$ cat config.mk
export PLATFORM = sky130hd
export DESIGN_NAME = apa_horner_stage
export DESIGN_NICKNAME = d
export VERILOG_FILES = /design/src/rtl/apa_pkg.sv /design/src/rtl/apa_horner_stage.sv
export SDC_FILE = /design/constraint.sdc
export NUM_CORES = 2
export LEC_CHECK = 0
export ABC_AREA = 1
export BUFFER_PORTS_ARGS = -buffer_cell sky130_fd_sc_hd__buf_4
export CAP_MARGIN = 20
export CORE_ASPECT_RATIO = 0.75
export CORE_MARGIN = 8
export CORE_UTILIZATION = 45
export CTS_CLUSTER_SIZE = 16
export DETAILED_ROUTE_END_ITERATION = 8
export GPL_TIMING_DRIVEN = 0
export PLACE_DENSITY = 0.61
export SLEW_MARGIN = 0
export SYNTH_ARGS = -nofsm -noshare
export SYNTH_HDL_FRONTEND = slang
export SYNTH_SLANG_ARGS = --single-unit
$ cat constraint.sdc
create_clock -name clk -period 9.8 [get_ports clk]
set_clock_uncertainty 0.1 [all_clocks]
set_input_delay 2.45 -clock clk [delete_from_list [all_inputs] [get_ports clk]]
set_output_delay 2.45 -clock clk [all_outputs]
set_load 0.05 [all_outputs]
$ cat src/rtl/apa_pkg.sv
// Shared constants, types and helpers for the atan2 polynomial angle pipeline.
package apa_pkg;

  localparam int IN_WIDTH_DEF   = 16;
  localparam int ANGLE_FRAC_DEF = 13;
  localparam int RATIO_FRAC     = 15;
  // The unrounded quotient small * 2^16 / large needs 17 bits (up to 65536).
  localparam int QUOT_BITS      = RATIO_FRAC + 2;
  localparam int POLY_FRAC      = 30;
  localparam int HORNER_STEPS   = 5;
  localparam int ANGLE_INT_W    = 34;

  typedef logic signed [31:0] q30_t;
  typedef logic signed [ANGLE_INT_W-1:0] angle_q30_t;

  // Odd atan coefficients in Q2.30, highest order first.
  localparam q30_t COEF_C11 = -32'sd12585543;
  localparam q30_t HORNER_COEF [HORNER_STEPS] = '{
    32'sd56536072,
    -32'sd125018842,
    32'sd207815708,
    -32'sd357151731,
    32'sd1073717407
  };

  localparam angle_q30_t PI_Q30      = 34'sd3373259426;
  localparam angle_q30_t HALF_PI_Q30 = 34'sd1686629713;

  typedef struct packed {
    logic swap;
    logic neg;
    logic x_neg;
    logic y_neg;
    logic zero;
  } fold_flags_t;

  // Pi rounded (half up) from Q2.30 to the given number of fraction bits.
  function automatic longint pi_out(input int frac);
    longint sh;
    sh = longint'(POLY_FRAC - frac);
    return (longint'(PI_Q30) + (64'sd1 <<< (sh - 1))) >>> sh;
  endfunction

endpackage

$ cat src/rtl/apa_horner_stage.sv
// One Horner step: multiply by t^2, then round to Q2.30 and add the coefficient.
module apa_horner_stage import apa_pkg::*; #(
  parameter q30_t COEF = 32'sd0
) (
  input  logic                  clk,
  input  logic                  rst,
  input  logic                  en,
  input  logic                  in_valid,
  input  q30_t                  in_acc,
  input  logic [POLY_FRAC:0]    in_t2,
  input  logic [RATIO_FRAC+1:0] in_t,
  input  fold_flags_t           in_flags,
  output logic                  out_valid,
  output q30_t                  out_acc,
  output logic [POLY_FRAC:0]    out_t2,
  output logic [RATIO_FRAC+1:0] out_t,
  output fold_flags_t           out_flags
);

  logic                  mul_valid;
  logic signed [63:0]    prod;
  logic [POLY_FRAC:0]    mul_t2;
  logic [RATIO_FRAC+1:0] mul_t;
  fold_flags_t           mul_flags;
  logic signed [63:0]    rounded;

  always_comb begin
    rounded = (prod + (64'sd1 <<< (POLY_FRAC - 1))) >>> POLY_FRAC;
  end

  always_ff @(posedge clk) begin
    if (rst) begin
      mul_valid <= 1'b0;
      out_valid <= 1'b0;
    end else if (en) begin
      mul_valid <= in_valid;
      out_valid <= mul_valid;
    end
  end

  always_ff @(posedge clk) begin
    if (en) begin
      prod      <= 64'(in_acc * $signed({1'b0, in_t2}));
      mul_t2    <= in_t2;
      mul_t     <= in_t;
      mul_flags <= in_flags;
      out_acc   <= COEF + rounded[31:0];
      out_t2    <= mul_t2;
      out_t     <= mul_t;
      out_flags <= mul_flags;
    end
  end

endmodule

**Word-level counts from Yosys, hierarchy flattened**

Index checks and enable logic that the tools add are counted.

- Register bits: 202
- Output and inout bits: 86
- Input port bits: 89

- $mul: 1
- Add/subtract/negate cells: 1

Operator list:

| cell | count |
|---|---|
| 62-bit by 31-bit adder with 62-bit output, second input constant | 1 |
| 32-bit by 32-bit multiplier with 62-bit output | 1 |

**Depth between registers and ports, before layout**

- Depth after elaboration: 1
- Gate-level depth with buffers: 32

**Least setup slack after synthesis**

OpenSTA, ideal clock, no wires.

- Kind: input -> register
- From: input port in_acc[31]
- To: register prod[60] (data pin)
- Data arrival time: 9.124 ns
- Data required time: 9.448 ns
- Stages: 24
- Slack: 0.324 ns
- Library setup time: 0.252 ns
- Cell sequence: clkbuf_1 -> buf_1 -> nand2_1 -> fa_1 -> fa_1 -> fa_1 -> fa_1 -> inv_1 -> fa_1 -> fa_1 -> fa_1 -> inv_1 -> fa_1 -> inv_1 -> ha_1 -> a21oi_1 -> a21boi_0 -> nand2_1 -> nand2_1 -> nand2_1 -> a21oi_1 -> nand2_1 -> nand2_1 -> nand2_1

- Word-level cells in the longest chain between the ends: 1

RTL lines:

| element | line | text |
|---|---|---|
| start: declaration | apa_horner_stage.sv:9 | `input q30_t in_acc,` |
| 32-bit by 32-bit multiplier with 62-bit output | apa_horner_stage.sv:43 | `prod <= 64'(in_acc * $signed({1'b0, in_t2}));` |
| end signal: assignment | apa_horner_stage.sv:43 |  |
| end: declaration | apa_horner_stage.sv:21 | `logic signed [63:0] prod;` |

No other way between the ends.
A chain may end at the register's enable or synchronous reset.

**Worst setup path after layout**

- From: input port in_acc[21]
- To: register prod[44] (data pin)

The elaborated chain is that of the path after synthesis.

==> out/metrics.yaml <==
outcome:
  status: "complete, no violations"
detailed_routing:
  drc: 0
  dr.pass1.iters: 6
  wirelength_um: 166000
  via_count: 34908
  viasPerCell: 5.19
  ant_nets: 0
  routedWlPerCell_um: 24.7
  drt_iter0_markers: 4242
global_route:
  grt_pass1_wl_um: 243000
  grtUsageMet1_pct: 43.0
  overflow: 0
  grt_pass1_vias: 36213
  antenna_found_initial: 6
  grt_use_met2_pct: 44.7
  track_usage_pct: 31.6
  grt_max_degree: 125
  busiest_layer: "met2"
  grtUsageMet3_pct: 11.4
clock_network:
  clock_sinks: 173
  htreeDepth: 4
  numCtsBuffers: 17
  clockBufferDepth: 2
  cts_tree: "built"
  ctsRootBufferMaster: "clkbuf_16"
  cts-hold-fix-buffers: 0
  worstSkewPairLatency_ns: 0.51
  path_clk_slew_ns: 0.07
cells_and_area:
  fill_cells: 9406
  layout.nets: 6755
  final_area_mm2: 0.0474
  area_growth_pct: 9.57
  instances_no_fill: 6720
  drive_above_1_share_pct: 6.14
  final_cell_mix: "inv_1 (1723), nand2_1 (1482), fa_1 (1023)"
  final_common_cell: "inv_1"
placed_design:
  placed_area_mm2: 0.0464
  place_hpwl_um: 138000
  routabilityCongestion: 1.03
  dp_slack_ns: -2.14
  io_buffers: 174
  place_inst: 6668
critical_path:
  endpoint_kind: "flop"
  cp.required_ns: 9.95
  cp.arrival_ns: 9.92
  crit_type: "in2reg"
  cp_max_fo: 10
  cp-start-kind: "input pin"
sta:
  fin_ws_ns: 0.0307
  finalMaxSlewViolations: 0
  setup_viol: 0
  slew_headroom_pct: 14.2
  fmax_mhz: 102
  hold_viol_final: 0
  fin_crit_sh_pct: 99.7
  worst_pin_slew_ns: 1.29
  period_needed_ns: 9.77
synthesis:
  ys_seq_elements: 173
  avgSynthCellArea_um2: 8.27
  synth_area_mm2: 0.0433
  yosysSeqAreaShare_pct: 12.0
  synth_cell_types: 36
  synth_nets: 6529
  syn_inst: 5229
  yosysWarnings: 0
floorplan:
  core_mm2: 0.0953
  die_h_um: 285
  die_area_mm2: 0.106
  boundaryPins: 175
  die_w_um: 374
  core.rowCount: 98
  initial_core_util_pct: 45.4
hold_path:
  hold_class: "reg2reg"
job:
  maxCapViolCount: 0
[state kept, by name, indices dropped and copies added (netlist names)]
signal and cells:
mul_valid 1, mul_flags 5, mul_t2 31, out_acc 32, out_t2 31, out_valid 1
out_flags 5, prod 33, out_t 17, mul_t 17
[repair_timing]
item / CTS / global route
pin swaps: 1 / 4
cloned: 0 / 0
gates resized for setup: 20 / 108
setup endpoints to repair: 24 / 26
buffers inserted: 6 / 7
[routing by layer]
metal / up-vias / wire, um
li1: 14916 / -
met1: 17384 / 65600
met2: 2141 / 66800
met3: 463 / 23500
met4: 4 / 9700
met5: - / 156
[critical path: stages]
cell	delay, ns
buf_4	0.14
clkbuf_1	0.84
nand2_1	0.23
fa_1	0.58
fa_1	0.56
fa_1	0.53
fa_1	0.51
inv_1	0.05
fa_1	0.55
fa_1	0.43
fa_1	0.67
fa_1	0.48
ha_1	0.36
nand2_1	0.10
inv_1	0.10
nand2_1	0.12
nor3_2	0.37
nand2_2	0.25
nor2_1	0.14
o21ai_0	0.21
nand4_1	0.15
nand2_1	0.06
[cells by family after synthesis]
kind of cell    share of synthesized area [%]
fa+ha+maj                                52.9
xor+xnor                                0.972
flops                                    12.0
compound gates                           1.47
simple gates                             16.0
buf+inv                                  16.7
[cell type report]
cell class | count | area (um2) | share of cell area [%]
multi-input combinational | 3134 | 30900 | 65.3
inverter | 1731 | 6500 | 13.7
sequential | 173 | 5170 | 10.9
timing repair buffer | 214 | 1880 | 3.96
tap | 1250 | 1560 | 3.30
buffer | 184 | 768 | 1.62
clock buffer | 19 | 433 | 0.913
clock inverter | 13 | 134 | 0.282
antenna | 2 | 5.00 | 0.0106
[per-stage QoR]
| stage | setup TNS [ns] | util [%] | hold slack [ns] |
|---|---|---|---|
| after floorplan | 0 | - | 0.300 |
| after global placement | -41.67 | 48.4 | 0.300 |
| after detailed placement | -41.51 | 48.7 | 0.305 |
| after CTS | 0 | 49.4 | 0.313 |
| after global routing | -0.00336 | 49.7 | 0.320 |
| final | 0 | 49.7 | 0.313 |
[cell usage after synthesis (all sizes together)]
library cell     n  area share (%)
a21boi           2           0.035
a21o             3           0.052
a21oi           71            0.82
a31oi            1           0.014
and2             2           0.029
and3             5           0.072
buf              3           0.026
clkbuf         188             1.6
dfxtp            2           0.093
edfxtp         171              12
fa            1030              48
ha             181             5.2
inv           1731              15
nand2         1489              13
nand3           66            0.83
nand3b           7            0.12
nand4           20            0.30
nor2           137             1.3
nor3            28            0.35
nor4             3           0.043
o21a             1           0.017
o21ai           23            0.27
o21bai          15            0.26
or2              2           0.029
xnor2           21            0.43
xor2            27            0.55
[final timing paths]
check | endpoint | slack [ns] | cells past startpoint | from
min reg2reg | out_flags[3]$_DFFE_PP_ | 0.31 | 0 | mul_flags[3]$_DFFE_PP_
max | prod[44]$_DFFE_PP_ | 0.03 | 22 | in_acc[21]
max reg2reg | out_acc[31]$_DFFE_PP_ | 7.56 | 8 | prod[29]$_DFFE_PP_
min | out_flags[3]$_DFFE_PP_ | 0.31 | 0 | mul_flags[3]$_DFFE_PP_
Power is left out: the tool's default activity adds up to more than one toggle a clock period on the data nets, which glitch-free logic cannot reach.
