==> src/rtl/apa_pkg.sv <==
// Shared constants, types and helpers for the atan2 polynomial angle pipeline.
package apa_pkg;

  localparam int IN_WIDTH_DEF   = 16;
  localparam int ANGLE_FRAC_DEF = 13;
  localparam int RATIO_FRAC     = 15;
  // The unrounded quotient small * 2^16 / large needs 17 bits (up to 65536).
  localparam int QUOT_BITS      = RATIO_FRAC + 2;
  localparam int POLY_FRAC      = 30;
  localparam int HORNER_STEPS   = 5;
  localparam int ANGLE_INT_W    = 34;

  typedef logic signed [31:0] q30_t;
  typedef logic signed [ANGLE_INT_W-1:0] angle_q30_t;

  // Odd atan coefficients in Q2.30, highest order first.
  localparam q30_t COEF_C11 = -32'sd12585543;
  localparam q30_t HORNER_COEF [HORNER_STEPS] = '{
    32'sd56536072,
    -32'sd125018842,
    32'sd207815708,
    -32'sd357151731,
    32'sd1073717407
  };

  localparam angle_q30_t PI_Q30      = 34'sd3373259426;
  localparam angle_q30_t HALF_PI_Q30 = 34'sd1686629713;

  typedef struct packed {
    logic swap;
    logic neg;
    logic x_neg;
    logic y_neg;
    logic zero;
  } fold_flags_t;

  // Pi rounded (half up) from Q2.30 to the given number of fraction bits.
  function automatic longint pi_out(input int frac);
    longint sh;
    sh = longint'(POLY_FRAC - frac);
    return (longint'(PI_Q30) + (64'sd1 <<< (sh - 1))) >>> sh;
  endfunction

endpackage

==> src/rtl/apa_fold.sv <==
// Final multiply by t, octant and quadrant fold, output rounding and wrap.
module apa_fold import apa_pkg::*; #(
  parameter int ANGLE_FRAC_BITS = ANGLE_FRAC_DEF,
  parameter int ANGLE_W         = ANGLE_FRAC_BITS + 3
) (
  input  logic                  clk,
  input  logic                  rst,
  input  logic                  en,
  input  logic                  in_valid,
  input  q30_t                  in_acc,
  input  logic [RATIO_FRAC+1:0] in_t,
  input  fold_flags_t           in_flags,
  output logic                  out_valid,
  output logic [ANGLE_W-1:0]    angle_signed,
  output logic [ANGLE_W-1:0]    angle_wrapped
);

  localparam int SHIFT = POLY_FRAC - ANGLE_FRAC_BITS;
  localparam logic [ANGLE_W-1:0] TWO_PI_OUT = ANGLE_W'(2 * pi_out(ANGLE_FRAC_BITS));

  logic               mul_valid;
  logic signed [49:0] prod;
  fold_flags_t        mul_flags;
  logic               ang_valid;
  angle_q30_t         angle;
  logic signed [49:0] atan_full;
  angle_q30_t         a_neg;
  angle_q30_t         a_oct;
  angle_q30_t         a_quad;
  angle_q30_t         angle_rnd;
  logic [ANGLE_W-1:0] s_out;

  always_comb begin
    atan_full = (prod + (50'sd1 <<< (RATIO_FRAC - 1))) >>> RATIO_FRAC;
    a_neg = mul_flags.neg ? -atan_full[ANGLE_INT_W-1:0] : atan_full[ANGLE_INT_W-1:0];
    a_oct = a_neg;
    if (mul_flags.swap) begin
      a_oct = (mul_flags.neg ? -HALF_PI_Q30 : HALF_PI_Q30) - a_neg;
    end
    a_quad = a_oct;
    if (mul_flags.x_neg) begin
      a_quad = a_oct + (mul_flags.y_neg ? -PI_Q30 : PI_Q30);
    end
    if (mul_flags.zero) begin
      a_quad = '0;
    end
    angle_rnd = (angle + (angle_q30_t'(1) <<< (SHIFT - 1))) >>> SHIFT;
    s_out     = angle_rnd[ANGLE_W-1:0];
  end

  always_ff @(posedge clk) begin
    if (rst) begin
      mul_valid <= 1'b0;
      ang_valid <= 1'b0;
      out_valid <= 1'b0;
    end else if (en) begin
      mul_valid <= in_valid;
      ang_valid <= mul_valid;
      out_valid <= ang_valid;
    end
  end

  always_ff @(posedge clk) begin
    if (en) begin
      prod          <= 50'(in_acc * $signed({1'b0, in_t}));
      mul_flags     <= in_flags;
      angle         <= a_quad;
      angle_signed  <= s_out;
      angle_wrapped <= s_out[ANGLE_W-1] ? s_out + TWO_PI_OUT : s_out;
    end
  end

endmodule

==> config.mk <==
export PLATFORM = sky130hd
export DESIGN_NAME = apa_fold
export DESIGN_NICKNAME = d
export VERILOG_FILES = /design/src/rtl/apa_pkg.sv /design/src/rtl/apa_fold.sv
export SDC_FILE = /design/constraint.sdc
export NUM_CORES = 2
export LEC_CHECK = 0
export BUFFER_PORTS_ARGS = -buffer_cell sky130_fd_sc_hd__buf_2
export CORE_ASPECT_RATIO = 0.6
export CORE_UTILIZATION = 40
export DETAILED_ROUTE_END_ITERATION = 7
export PLACE_DENSITY = 0.66
export SYNTH_ARGS = -nofsm -noshare
export SYNTH_HDL_FRONTEND = slang
export SYNTH_SLANG_ARGS = --single-unit
export TNS_END_PERCENT = 20
==> constraint.sdc <==
create_clock -name clk -period 6.88 [get_ports clk]
set_input_delay 0.344 -clock clk [delete_from_list [all_inputs] [get_ports clk]]
set_output_delay 0.344 -clock clk [all_outputs]
set_load 0.02 [all_outputs]
### Word level (Yosys, flattened, before mapping)

Cells that the tools add are included.

* register bits: 121
* bits of input ports: 58
* output and inout port bits: 33
* word-level logic and storage cells: 26

* add/subtract/negate cells: 6
* multiply operators: 1
* multiplexer cells: 6

Operator list (number)
* 33-bit 2-to-1 mux: 5
* 48-bit by 16-bit adder with 48-bit output (second input constant): 1
* 32-bit by 18-bit multiplier with 48-bit output: 1
* 33-bit by 18-bit adder with 33-bit output (second input constant): 1
* 33-bit adder: 1
* 33-bit negation: 1
* 33-bit subtractor: 1
* 16-bit adder (second input constant): 1
* 15-bit 2-to-1 mux: 1

### Longest topological paths before layout

* depth in word-level cells: 7
* mapped depth: 37
* mapped depth without buffers: 34

### Worst setup path before layout

Ideal clock, no wire load.

* path type: register to register
* start point: register mul_flags[3] in the netlist's numbering
* end point: register angle[30] (data pin)
* setup time: 0.265 ns
* arrival: 7.208 ns
* data required time: 6.615 ns
* setup slack: -0.593 ns
* stages on the path, launching flop included: 32
* buffers on the path: 5
* clock period less this slack: 7.473 ns
* cell sequence: edfxtp_1 > clkbuf_1 > inv_1 > clkbuf_1 > clkbuf_1 > buf_1 > clkbuf_1 > nor2_1 > xnor2_1 > xnor2_1 > ha_1 > a21boi_0 > o211ai_1 > a211oi_1 > a311oi_4 > o21ai_2 > a2111o_1 > a31o_4 > o211a_1 > a21oi_1 > xnor2_1 > ha_1 > or3_1 > a221oi_1 > o221a_2 > o2111a_1 > a21o_1 > a21oi_1 > a211oi_1 > xnor2_1 > nor2_1 > or3_1

* word-level cells in the longest chain between the ends: 5
* elaborated cells between the ends (all ways): 6
* those cells by class: add/sub: 2; mux: 4

Ends and longest elaborated chain
* start: declaration: line apa_fold.sv:23 `fold_flags_t mul_flags;`
* start signal: assignment: line apa_fold.sv:66 `mul_flags <= in_flags;`
* 33-bit 2-to-1 mux (on tied branches): line apa_fold.sv:35, apa_fold.sv:38
* 33-bit subtractor: line apa_fold.sv:38 `a_oct = (mul_flags.neg ? -HALF_PI_Q30 : HALF_PI_Q30) - a_neg;`
* 33-bit 2-to-1 mux (*): line apa_fold.sv:37 `if (mul_flags.swap) begin`
* 33-bit adder: line apa_fold.sv:42 `a_quad = a_oct + (mul_flags.y_neg ? -PI_Q30 : PI_Q30);`
* 33-bit 2-to-1 mux (*): line apa_fold.sv:41 `if (mul_flags.x_neg) begin`
* end signal: assignment: line apa_fold.sv:67 `angle <= a_quad;`
* end: declaration: line apa_fold.sv:25 `angle_q30_t angle;`

Mark *: on every way between the ends. The rest lies on a longest branch, timed or not.
A chain may end at the register's enable or synchronous reset.

### Final worst setup path

* start point: input port in_t[14]
* end point: register prod[45] (data pin)

* word-level cells in the longest chain between the ends: 1

Ends and longest elaborated chain
* start: declaration: line apa_fold.sv:11 `input logic [RATIO_FRAC+1:0] in_t,`
* 32-bit by 18-bit multiplier with 48-bit output: line apa_fold.sv:65 `prod <= 50'(in_acc * $signed({1'b0, in_t}));`
* end signal: assignment: line apa_fold.sv:65
* end: declaration: line apa_fold.sv:22 `logic signed [49:0] prod;`

Every way passes these cells.

==> impl_metrics.yaml <==
routing:
  via_per_inst: 5.20
  drc: 0
  drt_iter0_markers: 1941
  drt_wl_total_mm: 73.5
  drtPass1Iterations: 8
  via_count: 21800
  wl_per_cell_um: 17.6
  final_antenna_net_count: 0
grt:
  grt_pass1_wl_mm: 120
  grt_pass1_vias: 21800
  grt_max_degree: 83
  gr-total-overflow: 0
  gr-usage-all-layers_pct: 22.3
  antenna_found_initial: 0
die:
  core-area_mm2: 0.0662
  fp.dieH_um: 202
  initial_utilization_pct: 40.5
  num_rows: 73
  die_area_mm2: 0.0680
  die_w_um: 336
  io_pins: 91
logic_synthesis:
  synth-edff-count: 84
  synth-main-ff-cell: "edfxtp_1"
  synth_top_area_cell: "fa_1"
  yosysUniqueCellTypes: 102
  synth_most_common_cell: "inv_1"
  synthTopCellsByArea: "fa_1, edfxtp_1, inv_1, ha_1, nand2_1"
  synth_seq_cells: 87
  synth_top_area_share_pct: 38.0
  async_reset_ff_share_pct: 0
  syn-cell-area_mm2: 0.0268
  yosys_warnings: 0
  syn_inst: 3035
  syn_avg_cell_area_um2: 8.83
  yosys-top-cells-count: "inv_1, fa_1, nand2_1"
  synthesis.nets: 3755
  ys_seq_area_share_pct: 9.64
placed_design:
  place_hpwl_mm: 62.0
  port_buffers: 90
  pre_cts_ws_ns: -0.375
  place_area_mm2: 0.0298
  gp_congestion: 0.975
clocking:
  root_buffer: "clkbuf_16"
  cts.clk_slew.worst_paths_ns: 0.08
  cts_buffer_depth: 2
  cts_tree: "done"
  insertion_delay_ns: 0.37
  htreeDepth: 3
  cts.sinks: 87
  cts_buffers: 9
  hold_buffers: 0
sta:
  fmax_mhz: 150
  skew_ns: 0.0155
  final-hold-violation-count: 0
  fin_crit_ns: 6.67
  max_slew_margin_pct: 36.8
  finalWorstSetupSlack_ns: 0.206
  whs_ns: 0.141
  rsz0062_at_grt: "yes"
  report.final.slew_viol_count: 0
  tightest_slew_ns: 0.941
  fin_tns_setup_ns: 0
  setup_viol: 0
  period_share_pct: 97.0
cells_and_area:
  drive_gt1_share_pct: 15.1
  diodes: 0
  stdcell_area_mm2: 0.0307
  area_delta_synth_final_pct: 14.4
  nets: 3997
worst_hold_path:
  hp-class: "in2reg"
setup_path:
  worstPathRequired_ns: 7.01
  startpoint: "in_t[14]"
  r2r_slack_ns: 0.21
  crit_type: "in2reg"
  worstReg2RegEnd: "angle[31]$_SDFFCE_PP0P_"
  arrival_ns: 6.80
  r2r-start: "prod[15]$_DFFE_PP_"
  ff2ff_path_depth: 32
  endpoint: "prod[45]$_DFFE_PP_"
  endpoint_kind: "flip-flop"
  worstPathMaxFanout: 16
  cp-start-kind: "primary input"
outcome:
  status: "completed"
run:
  drv_cap: 0
==> how the worst min path moves through the flow <==
| stage | from | slack (ns) | endpoint | cells past startpoint |
|---|---|---|---|---|
| floorplan | rst | 0.42 | ang_valid$_SDFFE_PP0P_ | 1 |
| global placement | out_valid$_SDFFE_PP0P_ | 0.48 | out_valid$_SDFFE_PP0P_ | 2 |
| detailed placement | out_valid$_SDFFE_PP0P_ | 0.49 | out_valid$_SDFFE_PP0P_ | 2 |
| CTS | in_flags[1] | 0.13 | mul_flags[1]$_DFFE_PP_ | 1 |
| global route | in_flags[1] | 0.13 | mul_flags[1]$_DFFE_PP_ | 1 |
| finish | in_flags[1] | 0.14 | mul_flags[1]$_DFFE_PP_ | 1 |
==> cell type report <==
cell class | instances | area (um^2)
multi-input cells | 2219 | 21800
clock buffers | 9 | 225
clock inverters | 7 | 83.8
repair buffers | 371 | 2650
flip-flops and latches | 87 | 2580
inverters | 589 | 2210
well taps | 900 | 1130
fillers | 6343 | 35600
==> state kept, by name, indices dropped and copies added (netlist names) <==
signal	cells
out_valid	1
prod	34
angle_signed	16
angle_wrapped	12
ang_valid	1
mul_flags	5
mul_valid	1
angle	17
==> through the flow <==
stage | std cells | util, %
2_1_floorplan | 3035 | -
3_3_place_gp | 4145 | 45.0
3_5_place_dp | 4145 | 45.0
4_1_cts | 4163 | 45.5
5_1_grt | 4182 | 46.3
6_report | 4182 | 46.3
==> logic make-up after synthesis <==
| kind of cell | count (synthesis) | synth area share, % |
|---|---|---|
| AO/OA/AOI/OAI | 369 | 9.84 |
| XOR/XNOR | 179 | 5.91 |
| adder cells (fa/ha/maj) | 662 | 45.2 |
| buffers and inverters | 729 | 10.4 |
| flip-flops | 87 | 9.64 |
| multiplexers | 18 | 0.691 |
| AND/OR/NAND/NOR | 991 | 18.3 |
==> metal layers <==
metal	up-vias	GRT usage (%)	wire (um)
li1	10100	-	-
met2	796	30.5	29100
met3	43	5.08	6960
met1	10900	36.1	36800
met4	0	2.35	544
met5	-	0	0
==> timing repair <==
action                                  4_1_cts  5_1_grt
pin swaps                                     8       51
endpoints found under the setup margin        2       21
buffers inserted                              2       19
resized for setup                             9       75
==> cell usage in the layout, fill, tap and decap left out, drive strengths merged, types with 27 or more instances in the layout <==
cell type,n
inv,592
fa,508
nand2,457
buf,370
and2,217
ha,154
xnor2,124
nor2,91
edfxtp,84
a21oi,74
o21ai,72
xor2,55
nand3,48
nand4,27
nor3,27
==> critical path, cell delays in order <==
cell       delay, ns
buf_2           0.23
buf_4           0.25
buf_4           0.25
and2_1          0.17
fa_1            0.44
fa_1            0.55
inv_1           0.05
fa_1            0.51
fa_1            0.45
fa_1            0.51
inv_1           0.05
fa_1            0.43
ha_1            0.33
a21o_1          0.12
a21oi_1         0.11
nor4b_1         0.30
nand4_1         0.17
or3_4           0.43
a31oi_4         0.20
o2111ai_2       0.16
a31oi_2         0.28
and2_4          0.19
buf_4           0.10
nor2_1          0.04
xnor2_1         0.11
Power is left out: the tool's default activity adds up to more than one toggle a clock period on the data nets, which glitch-free logic cannot reach.
