### src/rtl/apa_pkg.sv
// Shared constants, types and helpers for the atan2 polynomial angle pipeline.
package apa_pkg;

  localparam int IN_WIDTH_DEF   = 16;
  localparam int ANGLE_FRAC_DEF = 13;
  localparam int RATIO_FRAC     = 15;
  // The unrounded quotient small * 2^16 / large needs 17 bits (up to 65536).
  localparam int QUOT_BITS      = RATIO_FRAC + 2;
  localparam int POLY_FRAC      = 30;
  localparam int HORNER_STEPS   = 5;
  localparam int ANGLE_INT_W    = 34;

  typedef logic signed [31:0] q30_t;
  typedef logic signed [ANGLE_INT_W-1:0] angle_q30_t;

  // Odd atan coefficients in Q2.30, highest order first.
  localparam q30_t COEF_C11 = -32'sd12585543;
  localparam q30_t HORNER_COEF [HORNER_STEPS] = '{
    32'sd56536072,
    -32'sd125018842,
    32'sd207815708,
    -32'sd357151731,
    32'sd1073717407
  };

  localparam angle_q30_t PI_Q30      = 34'sd3373259426;
  localparam angle_q30_t HALF_PI_Q30 = 34'sd1686629713;

  typedef struct packed {
    logic swap;
    logic neg;
    logic x_neg;
    logic y_neg;
    logic zero;
  } fold_flags_t;

  // Pi rounded (half up) from Q2.30 to the given number of fraction bits.
  function automatic longint pi_out(input int frac);
    longint sh;
    sh = longint'(POLY_FRAC - frac);
    return (longint'(PI_Q30) + (64'sd1 <<< (sh - 1))) >>> sh;
  endfunction

endpackage

### src/rtl/apa_div_stage.sv
// One quotient bit of the pipelined restoring divider for the ratio.
module apa_div_stage import apa_pkg::*; #(
  parameter int W     = IN_WIDTH_DEF,
  parameter bit FIRST = 1'b0
) (
  input  logic                 clk,
  input  logic                 rst,
  input  logic                 en,
  input  logic                 in_valid,
  input  logic [W-1:0]         in_rem,
  input  logic [W-1:0]         in_div,
  input  logic [QUOT_BITS-1:0] in_quot,
  input  fold_flags_t          in_flags,
  output logic                 out_valid,
  output logic [W-1:0]         out_rem,
  output logic [W-1:0]         out_div,
  output logic [QUOT_BITS-1:0] out_quot,
  output fold_flags_t          out_flags
);

  logic [W:0] rem2;
  logic [W:0] rem_sub;
  logic       qbit;

  always_comb begin
    rem2    = FIRST ? {1'b0, in_rem} : {in_rem, 1'b0};
    qbit    = rem2 >= {1'b0, in_div};
    rem_sub = qbit ? rem2 - {1'b0, in_div} : rem2;
  end

  always_ff @(posedge clk) begin
    if (rst) begin
      out_valid <= 1'b0;
    end else if (en) begin
      out_valid <= in_valid;
    end
  end

  always_ff @(posedge clk) begin
    if (en) begin
      out_rem   <= rem_sub[W-1:0];
      out_div   <= in_div;
      out_quot  <= {in_quot[QUOT_BITS-2:0], qbit};
      out_flags <= in_flags;
    end
  end

endmodule

### config.mk
export PLATFORM = sky130hd
export DESIGN_NAME = apa_div_stage
export DESIGN_NICKNAME = d
export VERILOG_FILES = /design/src/rtl/apa_pkg.sv /design/src/rtl/apa_div_stage.sv
export SDC_FILE = /design/constraint.sdc
export NUM_CORES = 1
export LEC_CHECK = 0
export BUFFER_PORTS_ARGS = -buffer_cell sky130_fd_sc_hd__buf_2
export CORE_AREA = 2 2 80 82
export CTS_CLUSTER_DIAMETER = 30
export CTS_CLUSTER_SIZE = 25
export DETAILED_ROUTE_END_ITERATION = 16
export DIE_AREA = 0 0 82 84
export HOLD_SLACK_MARGIN = 0.1
export PLACE_DENSITY_LB_ADDON = 0.08
export RECOVER_POWER = 25
export SLEW_MARGIN = 5
export SYNTH_ARGS = -nofsm -noshare
export SYNTH_HDL_FRONTEND = slang
export SYNTH_SLANG_ARGS = --single-unit
### constraint.sdc
create_clock -name clk -period 3.8 [get_ports clk]
set_clock_uncertainty 0.15 [all_clocks]
set_input_delay 0.76 -clock clk [delete_from_list [all_inputs] [get_ports clk]]
set_output_delay 0.76 -clock clk [all_outputs]
set_load 0.005 [all_outputs]
## Word-level counts from Yosys, hierarchy flattened

Index checks and enable logic that the tools add are counted.

- Word-level logic and storage cells: 13
- Output and inout port bits: 55
- Bits in registers: 55
- Bits of input ports: 58

- Add/sub/neg operators: 1
- $lt $le $gt $ge: 1
- Muxes and demuxes: 1

Operators by type and width:

| operator | number |
|---|---|
| 17-bit by 16-bit greater-or-equal comparator with 1-bit output | 1 |
| 16-bit 2-to-1 mux | 1 |
| 16-bit subtractor | 1 |

## Logic depth before layout (Yosys ltp)

Gate-level depths: netlist of the first run.

- Word-level depth: 2
- Depth in mapped cells: 10

## Worst setup path before layout of the first run

Ideal clock, no wire load.

- Kind: input port to flip-flop
- From: in in_div[8]
- To: reg out_rem[10] (data pin)
- Library setup time: 0.260 ns
- Path buffers: 2
- Slack: 0.820 ns
- Arrival time: 2.570 ns
- Required time: 3.390 ns
- Stages on the path: 10
- Cell sequence: inv_1 -> ha_1 -> buf_2 -> nand4_2 -> or2_4 -> a31oi_4 -> o21bai_2 -> a21boi_4 -> buf_12 -> mux2_4

- Longest elaborated chain between the ends: 2

Ends and longest elaborated chain:

| element | RTL line | RTL |
|---|---|---|
| start: declaration | apa_div_stage.sv:11 | `input logic [W-1:0] in_div,` |
| 17-bit by 16-bit greater-or-equal comparator with 1-bit output | apa_div_stage.sv:27 | `qbit = rem2 >= {1'b0, in_div};` |
| named net qbit | apa_div_stage.sv:23 | `logic qbit;` |
| 16-bit 2-to-1 mux | apa_div_stage.sv:28 | `rem_sub = qbit ? rem2 - {1'b0, in_div} : rem2;` |
| named net rem_sub[10] | apa_div_stage.sv:22 | `logic [W:0] rem_sub;` |
| end signal: assignment | apa_div_stage.sv:41 | `out_rem <= rem_sub[W-1:0];` |
| end: declaration | apa_div_stage.sv:15 | `output logic [W-1:0] out_rem,` |

The timed path passes the listed nets, and every way through them passes these cells.
A chain may end at the register's enable or synchronous reset.

## Worst setup path after layout of the first run

- From: in in_rem[0]
- To: reg out_rem[12] (data pin)

- Longest elaborated chain between the ends: 2

Ends and longest elaborated chain:

| element | RTL line | RTL |
|---|---|---|
| start: declaration | apa_div_stage.sv:10 | `input logic [W-1:0] in_rem,` |
| 16-bit subtractor or 17-bit by 16-bit greater-or-equal comparator with 1-bit output (tied branches) | apa_div_stage.sv:28, apa_div_stage.sv:27 |  |
| 16-bit 2-to-1 mux (*) | apa_div_stage.sv:28 |  |
| named net rem_sub[12] | apa_div_stage.sv:22 |  |

Mark *: on every way through the listed nets, which the timed path passes. The rest lies on a longest branch.

==> results of run 1 <==
metal layers:
| layer | track usage, % | vias up |
|---|---|---|
| met2 | 26.4 | 76 |
| met4 | 5.15 | 0 |
| met5 | 0 | - |
| li1 | - | 1017 |
| met3 | 4.22 | 8 |
| met1 | 21.6 | 906 |
final timing paths:
path                          start                endpoint  slack [ns]  cells past startpoint
min          out_valid$_SDFFE_PP0P_  out_valid$_SDFFE_PP0P_        0.35                      2
max                       in_rem[0]   out_rem[12]$_DFFE_PP_        0.75                      9
max reg2reg  out_valid$_SDFFE_PP0P_  out_valid$_SDFFE_PP0P_        3.07                      2
min reg2reg  out_valid$_SDFFE_PP0P_  out_valid$_SDFFE_PP0P_        0.35                      2
cell families after synthesis:
group | after synthesis
DFF | 55
and+or+nand+nor | 47
AOI/OAI and AO/OA | 45
buffers and inverters | 21
adders and majority gates | 17
muxes | 15
xor gates and xnor gates | 11
state kept, by name, summed over array words and instances, names as in the netlist:
signal	cells
out_flags	5
out_rem	16
out_quot	17
out_valid	1
out_div	16
area by class of cell:
cell class                      count  area share [%]
Multi-Input combinational cell    135            30.1
Tap cell                           77            2.71
Timing Repair Buffer              114            15.9
Clock inverter                      2            1.06
Clock buffer                        6            2.04
Inverter                           19            2.01
Sequential cell                    55            46.2
cells in the final DEF, fill, tap and decap left out, drive strengths merged:
| master | n |
|---|---|
| mux2 | 12 |
| nor2 | 12 |
| a311oi | 1 |
| or3 | 3 |
| a21boi | 2 |
| and3 | 1 |
| o31ai | 1 |
| a21oi | 11 |
| a211oi | 3 |
| o311ai | 1 |
| nor3 | 3 |
| nand2 | 10 |
| edfxtp | 54 |
| dfxtp | 1 |
| o21ai | 7 |
| o311a | 1 |
| a21o | 5 |
| clkinvlp | 1 |
| bufinv | 1 |
| nand3 | 5 |
| or2 | 2 |
| nand2b | 2 |
| inv | 19 |
| a31oi | 2 |
| o21bai | 3 |
| mux2i | 3 |
| buf | 103 |
| nor3b | 1 |
| o21a | 3 |
| o211ai | 3 |
| clkbuf | 17 |
| a2111oi | 1 |
| ha | 16 |
| nor2b | 3 |
| xnor2 | 6 |
| and2 | 3 |
| o22ai | 1 |
| nand4 | 2 |
| fa | 1 |
| xor2 | 5 |
power by group:
| group | internal [mW] | total [mW] | leakage (nW) | switching [mW] |
|---|---|---|---|---|
| combinational | 0.162 | 0.317 | 0.995 | 0.155 |
| clock | 0.197 | 0.384 | 0.0514 | 0.187 |
| sequential | 0.741 | 0.754 | 0.537 | 0.0127 |
| total | 1.10 | 1.45 | 1.58 | 0.355 |
critical path, cell delays in order:
cell and delay (ns):
buf_2 0.09, inv_1 0.07, fa_1 0.45, nand2b_1 0.21, a2111oi_0 0.64, nor2_1 0.16
a31oi_1 0.25, xor2_1 0.10, mux2_4 0.26
==> results.md, run 1 <==
* Status: finished, final reports clean
* Antenna Cells at 0
* RSZ-0062 raised after global routing: no
* Kind of critical path: in2reg
* Worst setup margin at around 0.75 ns
* Clock transition at path regs at approximately 0.09 ns
* Area grow syn2layout at 26.6%
* Vias at about 2000
* CTS tree: built
* FF+latch count, synth at 55
* Router iterations before antenna repair at 4
* Max Root-Sink Buffers at 2
* Ys async rst share at 0%
* EDFF count, synth at 54
* Grt total ovfl at 0
* Ratio of cells with drive above 1 in the final layout at roughly 39%
* DP HPWL at between 4 and 5 mm
* Post-Place Cells at 400
* Ports at 113
* Tcrit/Tclk final at 80.3%
* Final core occ at around three fifths
* Chip Height at ~84 um
* Initial antenna violation count at 0
* Die area at just under 7000 um2
* Initial drt markers at 51
* # fillers at between 500 and 600
* Largest family of logic cells by synthesized area: compound AO/OA/AOI/OAI gates
* Synthesized-area fraction occupied by and/or/nand/nor cells at about 8.5%
* Vias in the first global route at a little under 2000
* Setup tns final at 0 ns
* Slew headroom at 12.5%
* Xor-xnor portion of the synthesized cell area at between 3 and 4%
* Design Area, Final at approximately 3600 um2
* Post-synthesis cell count at 211
* GPL Wtd Cong at just over 0.8
* Max-cap violations at 0
* Predominant post-synthesis flop cell: edfxtp_1
* Most common cell in the synthesized netlist: edfxtp_1
* Layout Nets at 405
* Final setup vio count at 0
* Yosys top cell by area: edfxtp_1
* Fin cells at roughly 410
* Sequential area share after synthesis at just under 60%
* PwrDens at roughly 410 nW/um2
* PostCTS Resize Cnt at 0
* Wire length on met2 at roughly 2.7 mm
* Max-slew violations at 0
* Seq. cell area at 1640 um2
* Hold Slack at between 0.3 and 0.4 ns
* Measured slew at the worst slew-check pin at 1.31 ns
* GR Util All Layers at 16.4%
* Critical Path Fanout Max at 3
* H-tree levels at 2
* Drt wl/cell at 13.9 um
* Post-synth top cells: edfxtp_1, inv_1, ha_1
* Adder-Cell Fraction of Synth Area at just under 8%
* Largest cells by area after synthesis: edfxtp_1, ha_1, mux2_4, inv_1, mux2_2
* Post-route minimum period at approximately 3.1 ns
* Vias per std cell at 4.92
* DR WL met3 at about 440 um
* Routed Wire Length at roughly 5.7 mm
* Largest net degree at the start of global routing at 35
* Synthesized Nets at 286
* Compound-cell area share of the yosys netlist at a little under an eighth
* Initial core utilization at about 46%
* Worst skew pair latency at about 0.30 ns
* Hold WC Path Type: reg2reg
* Avg Inst Size Synth at roughly 13 um2
* Inserted Clock Buffers at 5
* Root Buffer: clkbuf_8
* F_max at roughly 330 MHz
* Num rows at 29
* Warnings, synthesis at 0
* Die width at around 82 um
* Hold Vio Cnt, Final at 0
* DRC Markers at 0
* Worst EP arrival at just under 3 ns
* Multi-input gate area at around 1100 um2
* Post-CTS Setup Inserts at 0
* Yosys cell types at 44
* Synthesized area at around 2800 um2
* First-pass GRT wire length at 8.69 mm
* CTS Sinks at 55
* Top sig layer: met4
* IO Port Bufs at 111
* Final Total Pwr at approximately 1.5 mW
* Max VDD drop at between 150 and 200 uV
* # hold bufs at CTS at 0
* WL met1 at between 2 and 3 mm
* Synth top area share at between 50% and 60%
* Core Box Area at 6100 um2
* Worst setup SP type: input pin
* Mux contribution to synthesized area at under 10%
* Area after DPL at between 3000 and 4000 um2
* Leak at ~1.6 nW
* Worst path required time at approximately 3.7 ns
* Pre-CTS WS at 0.481 ns
* CP Capture Type: flip-flop
* Routed Antenna Nets at 0
(Power assumes the default switching activity.)
==> run 2: changes to the inputs <==
- ABC_AREA: unset -> 1
- CORE_AREA: 2 2 80 82 -> 2 2 82 84
- DIE_AREA: 0 0 82 84 -> 0 0 84 86
- clock period: 3.8 -> 2.9 ns (I/O delays scaled with it)
==> results.md, run 2 <==
* Status: finished, final reports clean
* Router iterations before antenna repair at 4 (unchanged)
* Initial antenna violation count at 0 (unchanged)
* IO Port Bufs at 111 (unchanged)
* Predominant post-synthesis flop cell: edfxtp_1
* Initial core utilization at 47.5% (+1.5 points)
* Leak at 1.89 nW (+19%)
* Commonest cells after routing, fill and taps aside: nand2_1, buf_2, inv_1
* Warnings, synthesis at 0 (unchanged)
* Post-route minimum period at approximately 2.3 ns
* Mux contribution to synthesized area at 0.336% (-6.4 points)
* Hold Vio Cnt, Final at 0 (unchanged)
* Largest cells by area after synthesis: edfxtp_1, nand2_1, inv_1, ha_1, nand3_1
* Die width at 84 um (+2.4%)
* # hold bufs at CTS at 0 (unchanged)
* Largest Register: out_quot
* Grt total ovfl at 0 (unchanged)
* Synthesized Nets at 392 (+37%)
* Layout Nets at 508 (+25%)
* Kind of critical path: in2reg
* Adder-Cell Fraction of Synth Area at 7.39% (-0.46 points)
* Core Box Area at 6280 um2 (+3.0%)
* Vias per std cell at 4.69 (-4.6%)
* Post-CTS Setup Inserts at 0 (unchanged)
* RSZ-0062 raised after global routing: no
* Worst EP arrival at 2.22 ns (-0.75 ns)
* Num rows at 29 (unchanged)
* Chip Height at 86 um (+2.4%)
* GR Util All Layers at 17.8% (+1.4 points)
* Max VDD drop at 260 uV (+54%)
* Post-synthesis cell count at 317 (+50%)
* GPL Wtd Cong at 0.923 (+12%)
* Drt wl/cell at 12.4 um (-11%)
* Synth top area share at 54.4% (-3.4 points)
* Largest family of logic cells by synthesized area: simple AND/OR/NAND/NOR gates
* Tcrit/Tclk final at approximately four fifths
* Synthesized-area fraction occupied by and/or/nand/nor cells at 25.3% (+17 points)
* Worst setup SP type: input pin
* Biggest regs: out_quot x17, out_div x16, out_rem x16
* Xor-xnor portion of the synthesized cell area at 2.06% (-1.4 points)
* Fin cells at 511 (+25%)
* Seq. cell area at 1640 um2 (unchanged)
* Final Total Pwr at 1.82 mW (+25%)
* Worst path required time at 2.82 ns (-0.90 ns)
* Area grow syn2layout at 24.3%
* Routed Wire Length at 6.32 mm (+11%)
* Vias at 2398 (+19%)
* Worst skew pair latency at 0.30 ns (about the same)
* DP HPWL at 5.02 mm (+14%)
* PwrDens at 490 nW/um2 (+20%)
* Die area at 7220 um2 (+4.9%)
* Measured slew at the worst slew-check pin at 1.24 ns (-0.0776 ns)
* Hold WC Path Type: in2reg
* Synthesized area at 2980 um2 (+6.2%)
* Initial drt markers at 72 (+41%)
* Design Area, Final at 3710 um2 (+4.3%)
* Max-cap violations at 0 (unchanged)
* Setup tns final at 0 ns (unchanged)
* Max-slew violations at 0 (unchanged)
* Yosys top cell by area: edfxtp_1
* Compound-cell area share of the yosys netlist at 1.85% (-9.7 points)
* Ports at 113 (unchanged)
* Post-synth top cells: nand2_1, inv_1, edfxtp_1
* Most common cell in the synthesized netlist: nand2_1
* Critical Path Fanout Max at 18 (+15)
* CP Capture Type: flip-flop
* EDFF count, synth at 54 (unchanged)
* First-pass GRT wire length at 10.3 mm (+19%)
* Routed Antenna Nets at 0 (unchanged)
* CTS tree: built
* Yosys cell types at 26 (-41%)
* FF+latch count, synth at 55 (unchanged)
* Inserted Clock Buffers at 5 (unchanged)
* Met2 GRT Util at 31.3% (+4.9 points)
* PostCTS Resize Cnt at 0 (unchanged)
* CTS Sinks at 55 (unchanged)
* Grt peak-use layer: met2
* Ys async rst share at 0% (unchanged)
* Ratio of cells with drive above 1 in the final layout at 30.9% (-7.8 points)
* Post-Place Cells at 503 (+26%)
* Max Root-Sink Buffers at 2 (unchanged)
* Clock transition at path regs at 0.10 ns (about the same)
* Sequential area share after synthesis at 55.1% (-3.4 points)
* Avg Inst Size Synth at 9.41 um2 (-29%)
* DRC Markers at 0 (unchanged)
* Vias in the first global route at 2326 (+21%)
* Multi-input gate area at 1100 um2 (+2.9%)
* H-tree levels at 2 (unchanged)
* Largest register FFs at 17 (unchanged)
* Antenna Cells at 0 (unchanged)
* Area after DPL at 3630 um2 (+4.9%)
* F_max at around 440 MHz
* Largest net degree at the start of global routing at 36 (+2.9%)
* Met1 Use GR at 21.8% (+0.23 points)
* Met3 Track Usage GR at 4.52% (+0.30 points)
* Slew headroom at 17.7% (+5.2 points)
* Root Buffer: clkbuf_8
* Commonest non-fill, non-tap cell in the layout: nand2_1
* # fillers at 565 (+7.0%)
* Final setup vio count at 0 (unchanged)
## run 2: cells by family (layout without fill, tap and decap cells)
family,after synthesis,in the layout
and+or+nand+nor,167,167
buffers and inverters,59,176
DFF,55,55
adders and majority gates,17,17
AOI/OAI and AO/OA,11,11
xor gates and xnor gates,7,7
muxes,1,1
## run 2: where the power goes
group | internal [mW] | total, mW | switching [mW]
clock | 0.169 | 0.426 | 0.257
combinational | 0.171 | 0.409 | 0.237
sequential | 0.966 | 0.981 | 0.0154
## run 2: area by class of cell
type                    count  area share (%)
repair buffers            112            15.3
flip-flops and latches     55            44.3
well taps                  77            2.60
clock inverters             3           0.540
clock buffers               5            1.86
multi-input cells         203            29.7
inverters                  56            5.74
## run 2: final timing paths
path,end,slack (ns),cells past startpoint,start
setup / recovery,out_rem[11]$_DFFE_PP_,0.61,11,in_div[12]
hold / removal,out_valid$_SDFFE_PP0P_,0.27,2,rst
setup reg to reg,out_valid$_SDFFE_PP0P_,2.16,2,out_valid$_SDFFE_PP0P_
hold reg to reg,out_valid$_SDFFE_PP0P_,0.37,2,out_valid$_SDFFE_PP0P_
## run 2: per-stage QoR
step | setup WS (ns) | hold WS, ns | utilization, %
after floorplan | 0.703 | 0.335 | -
after global placement | 0.282 | 0.320 | 57.8
after detailed placement | 0.266 | 0.351 | 57.8
after CTS | 0.603 | 0.267 | 59.2
after global routing | 0.396 | 0.262 | 59.0
final | 0.605 | 0.270 | 59.0
## run 2: layer usage
layer  up-vias  share of wire, %
met3         9               7.9
met4         0               1.6
met1      1053                44
li1       1252                 -
met5         -                 0
met2        84                46
## run 2: critical path, stage by stage
cell     delay (ns)
buf_2          0.09
inv_1          0.04
ha_1           0.40
nand2_1        0.14
nor2_1         0.24
and2_1         0.18
nand2_2        0.07
nand2_4        0.19
inv_4          0.15
nand2_1        0.09
nand2_1        0.05
==> run 3: changes to the inputs <==
- ABC_AREA: 1 -> 0
- CORE_AREA: 2 2 82 84 -> 2 2 83 85
- DIE_AREA: 0 0 84 86 -> 0 0 85 87
- clock period: 2.9 -> 2.1 ns (I/O delays scaled with it)
==> results.md, run 3 (synthesis gave the netlist of run 1 again) <==
* Leak at 1.99 nW (+5.3%)
* Chip Height at 87 um (+1.2%)
* PwrDens at 629 nW/um2 (+28%)
* Worst EP arrival at 2.15 ns (-0.07 ns)
* Critical Path Max Stage Delay at 0.30 ns (-0.10 ns)
* Cell family with most CP delay: compound AO/OA/AOI/OAI gates
* # hold bufs at CTS at 0 (unchanged)
* Critical Path Fanout Max at 6 (-12)
* Area grow syn2layout at 58.3%
* # fillers at 511 (-9.6%)
* Biggest regs: out_quot x17, out_div x16, out_rem x16
* First-pass GRT wire length at 10.5 mm (+1.7%)
* Initial drt markers at 79 (+9.7%)
* Status: finished with violations
* Ports at 113 (unchanged)
* DRC Markers at 0 (unchanged)
* Initial core utilization at 42.7% (-4.8 points)
* Worst path required time at 2.01 ns (-0.81 ns)
* Core Box Area at 6570 um2 (+4.6%)
* DP HPWL at 4.81 mm (-4.1%)
* Worst setup SP type: input pin
* GR Util All Layers at 17.8% (about the same)
* Max-cap violations at 0 (unchanged)
* Vias in the first global route at 2318 (-0.34%)
* RSZ-0062 raised after global routing: yes
* Failing checks: negative setup slack
* Area after DPL at 3960 um2 (+9.1%)
* GPL Wtd Cong at 0.911 (-1.3%)
* Inserted Clock Buffers at 5 (unchanged)
* Design Area, Final at 4440 um2 (+20%)
* Router iterations before antenna repair at 4 (unchanged)
* CP cell instances: buf_12 -> inv_12 -> ha_4 -> nand4_4 -> or2_4 -> a31oi_4 -> o21bai_4 -> a21boi_4 -> buf_6 -> mux2_4
* Routed Antenna Nets at 0 (unchanged)
* Tcrit/Tclk final at 107%
* Largest Register: out_quot
* Largest register FFs at 17 (unchanged)
* IO Port Bufs at 111 (unchanged)
* Root Buffer: clkbuf_8
* Final setup vio count at 15 (+15)
* Slew headroom at 74.6% (+57 points)
* Vias at 2292 (-4.4%)
* Die area at 7400 um2 (+2.4%)
* Max VDD drop at 385 uV (+48%)
* Post-route minimum period at ~2.2 ns
* Vias per std cell at 4.81 (+2.4%)
* Grt total ovfl at 0 (unchanged)
* Ratio of cells with drive above 1 in the final layout at 60.2% (+29 points)
* Die width at 85 um (+1.2%)
* Antenna Cells at 0 (unchanged)
* F_max at 446 MHz
* Hold Vio Cnt, Final at 0 (unchanged)
* Hold WC Path Type: in2reg
* Slowest-stage cell, CP: mux2_4
* Worst setup margin at -0.144 ns (-0.749 ns)
* H-tree levels at 2 (unchanged)
* CP Capture Type: flip-flop
* Buf+Inv Stages, Crit Path at 3 (unchanged)
* Drt wl/cell at 13.7 um (+11%)
* Layout Nets at 471 (-7.3%)
* Largest net degree at the start of global routing at 25 (-31%)
* CTS tree: built
* Measured slew at the worst slew-check pin at 0.380 ns (-0.855 ns)
* Max-slew violations at 0 (unchanged)
* Clock transition at path regs at 0.09 ns (about the same)
* Commonest non-fill, non-tap cell in the layout: buf_2
* CTS Sinks at 55 (unchanged)
* Worst skew pair latency at 0.30 ns (about the same)
* Routed Wire Length at 6.54 mm (+3.5%)
* Kind of critical path: in2reg
* Num rows at 30 (+3.4%)
* Commonest cells after routing, fill and taps aside: buf_2, buf_4, edfxtp_1
* Initial antenna violation count at 0 (unchanged)
* Setup slack, reg-to-reg at 1.37 ns (-0.79 ns)
* Pre-CTS WS at -0.630 ns (-0.896 ns)
* Max Root-Sink Buffers at 2 (unchanged)
## run 3: cell types whose count changed in the layout (fill, tap and decap cells not counted), moves of 5 or more
| cell | previous run | this run |
|---|---|---|
| nand2_1 | 106 | 9 |
| buf_4 | 0 | 64 |
| inv_1 | 55 | 13 |
| ha_1 | 16 | 3 |
| ha_4 | 0 | 12 |
| nand3_1 | 16 | 4 |
| mux2_4 | 0 | 11 |
| nand2_2 | 11 | 1 |
| buf_6 | 0 | 8 |
| nor2_2 | 6 | 0 |
| a21o_1 | 0 | 5 |
| o21ai_0 | 1 | 6 |
## run 3: repair_timing
item	4_1_cts	5_1_grt
buffers inserted	9	6
pin swaps	14	22
endpoints found under the setup margin	16	16
resized for setup	33	26
## run 3: area by class of cell
| cell class | count | area [um2] | area share (%) |
|---|---|---|---|
| Tap cell | 80 | 100 | 2.25 |
| Inverter | 19 | 86.3 | 1.94 |
| Sequential cell | 55 | 1640 | 37.0 |
| Clock inverter | 3 | 20.0 | 0.451 |
| Timing Repair Buffer | 180 | 1160 | 26.2 |
| Clock buffer | 5 | 68.8 | 1.55 |
| Multi-Input combinational cell | 135 | 1360 | 30.7 |
## run 3: layer usage
metal | vias up | part of all wire [%] | wire length, um | track usage [%]
met1 | 1058 | 41 | 2650 | 20.6
met3 | 7 | 6.8 | 446 | 4.17
met4 | 0 | 0.99 | 65 | 4.91
met5 | - | 0 | 0 | 0
met2 | 76 | 52 | 3380 | 33.0
li1 | 1151 | - | - | -
## run 3: final timing paths
| path | startpoint | end | depth (start not counted) |
|---|---|---|---|
| max | in_div[8] | out_rem[5]$_DFFE_PP_ | 10 |
| min reg2reg | out_valid$_SDFFE_PP0P_ | out_valid$_SDFFE_PP0P_ | 2 |
| max reg2reg | out_valid$_SDFFE_PP0P_ | out_valid$_SDFFE_PP0P_ | 2 |
| min | rst | out_valid$_SDFFE_PP0P_ | 2 |
## run 3: through the flow
stage                     utilization (%)  total power, mW  cells  setup TNS, ns  hold slack [ns]
after global placement               60.2             2.10    454          -9.25            0.322
after global routing                 67.6             2.95    477          -2.81            0.110
final                                67.6             2.80    477          -1.85            0.111
after CTS                            65.4             2.79    471          -2.15            0.106
after floorplan                         -             1.76    211          -5.35            0.335
after detailed placement             60.2             2.12    454          -9.53            0.334
## run 3: where the power goes
part           total (mW)  switching (mW)  internal [mW]  leakage, nW
clock network       0.576           0.342          0.233       0.0418
logic               0.857           0.364          0.493         1.41
registers            1.36          0.0231           1.34        0.537
total                2.80           0.730           2.07         1.99
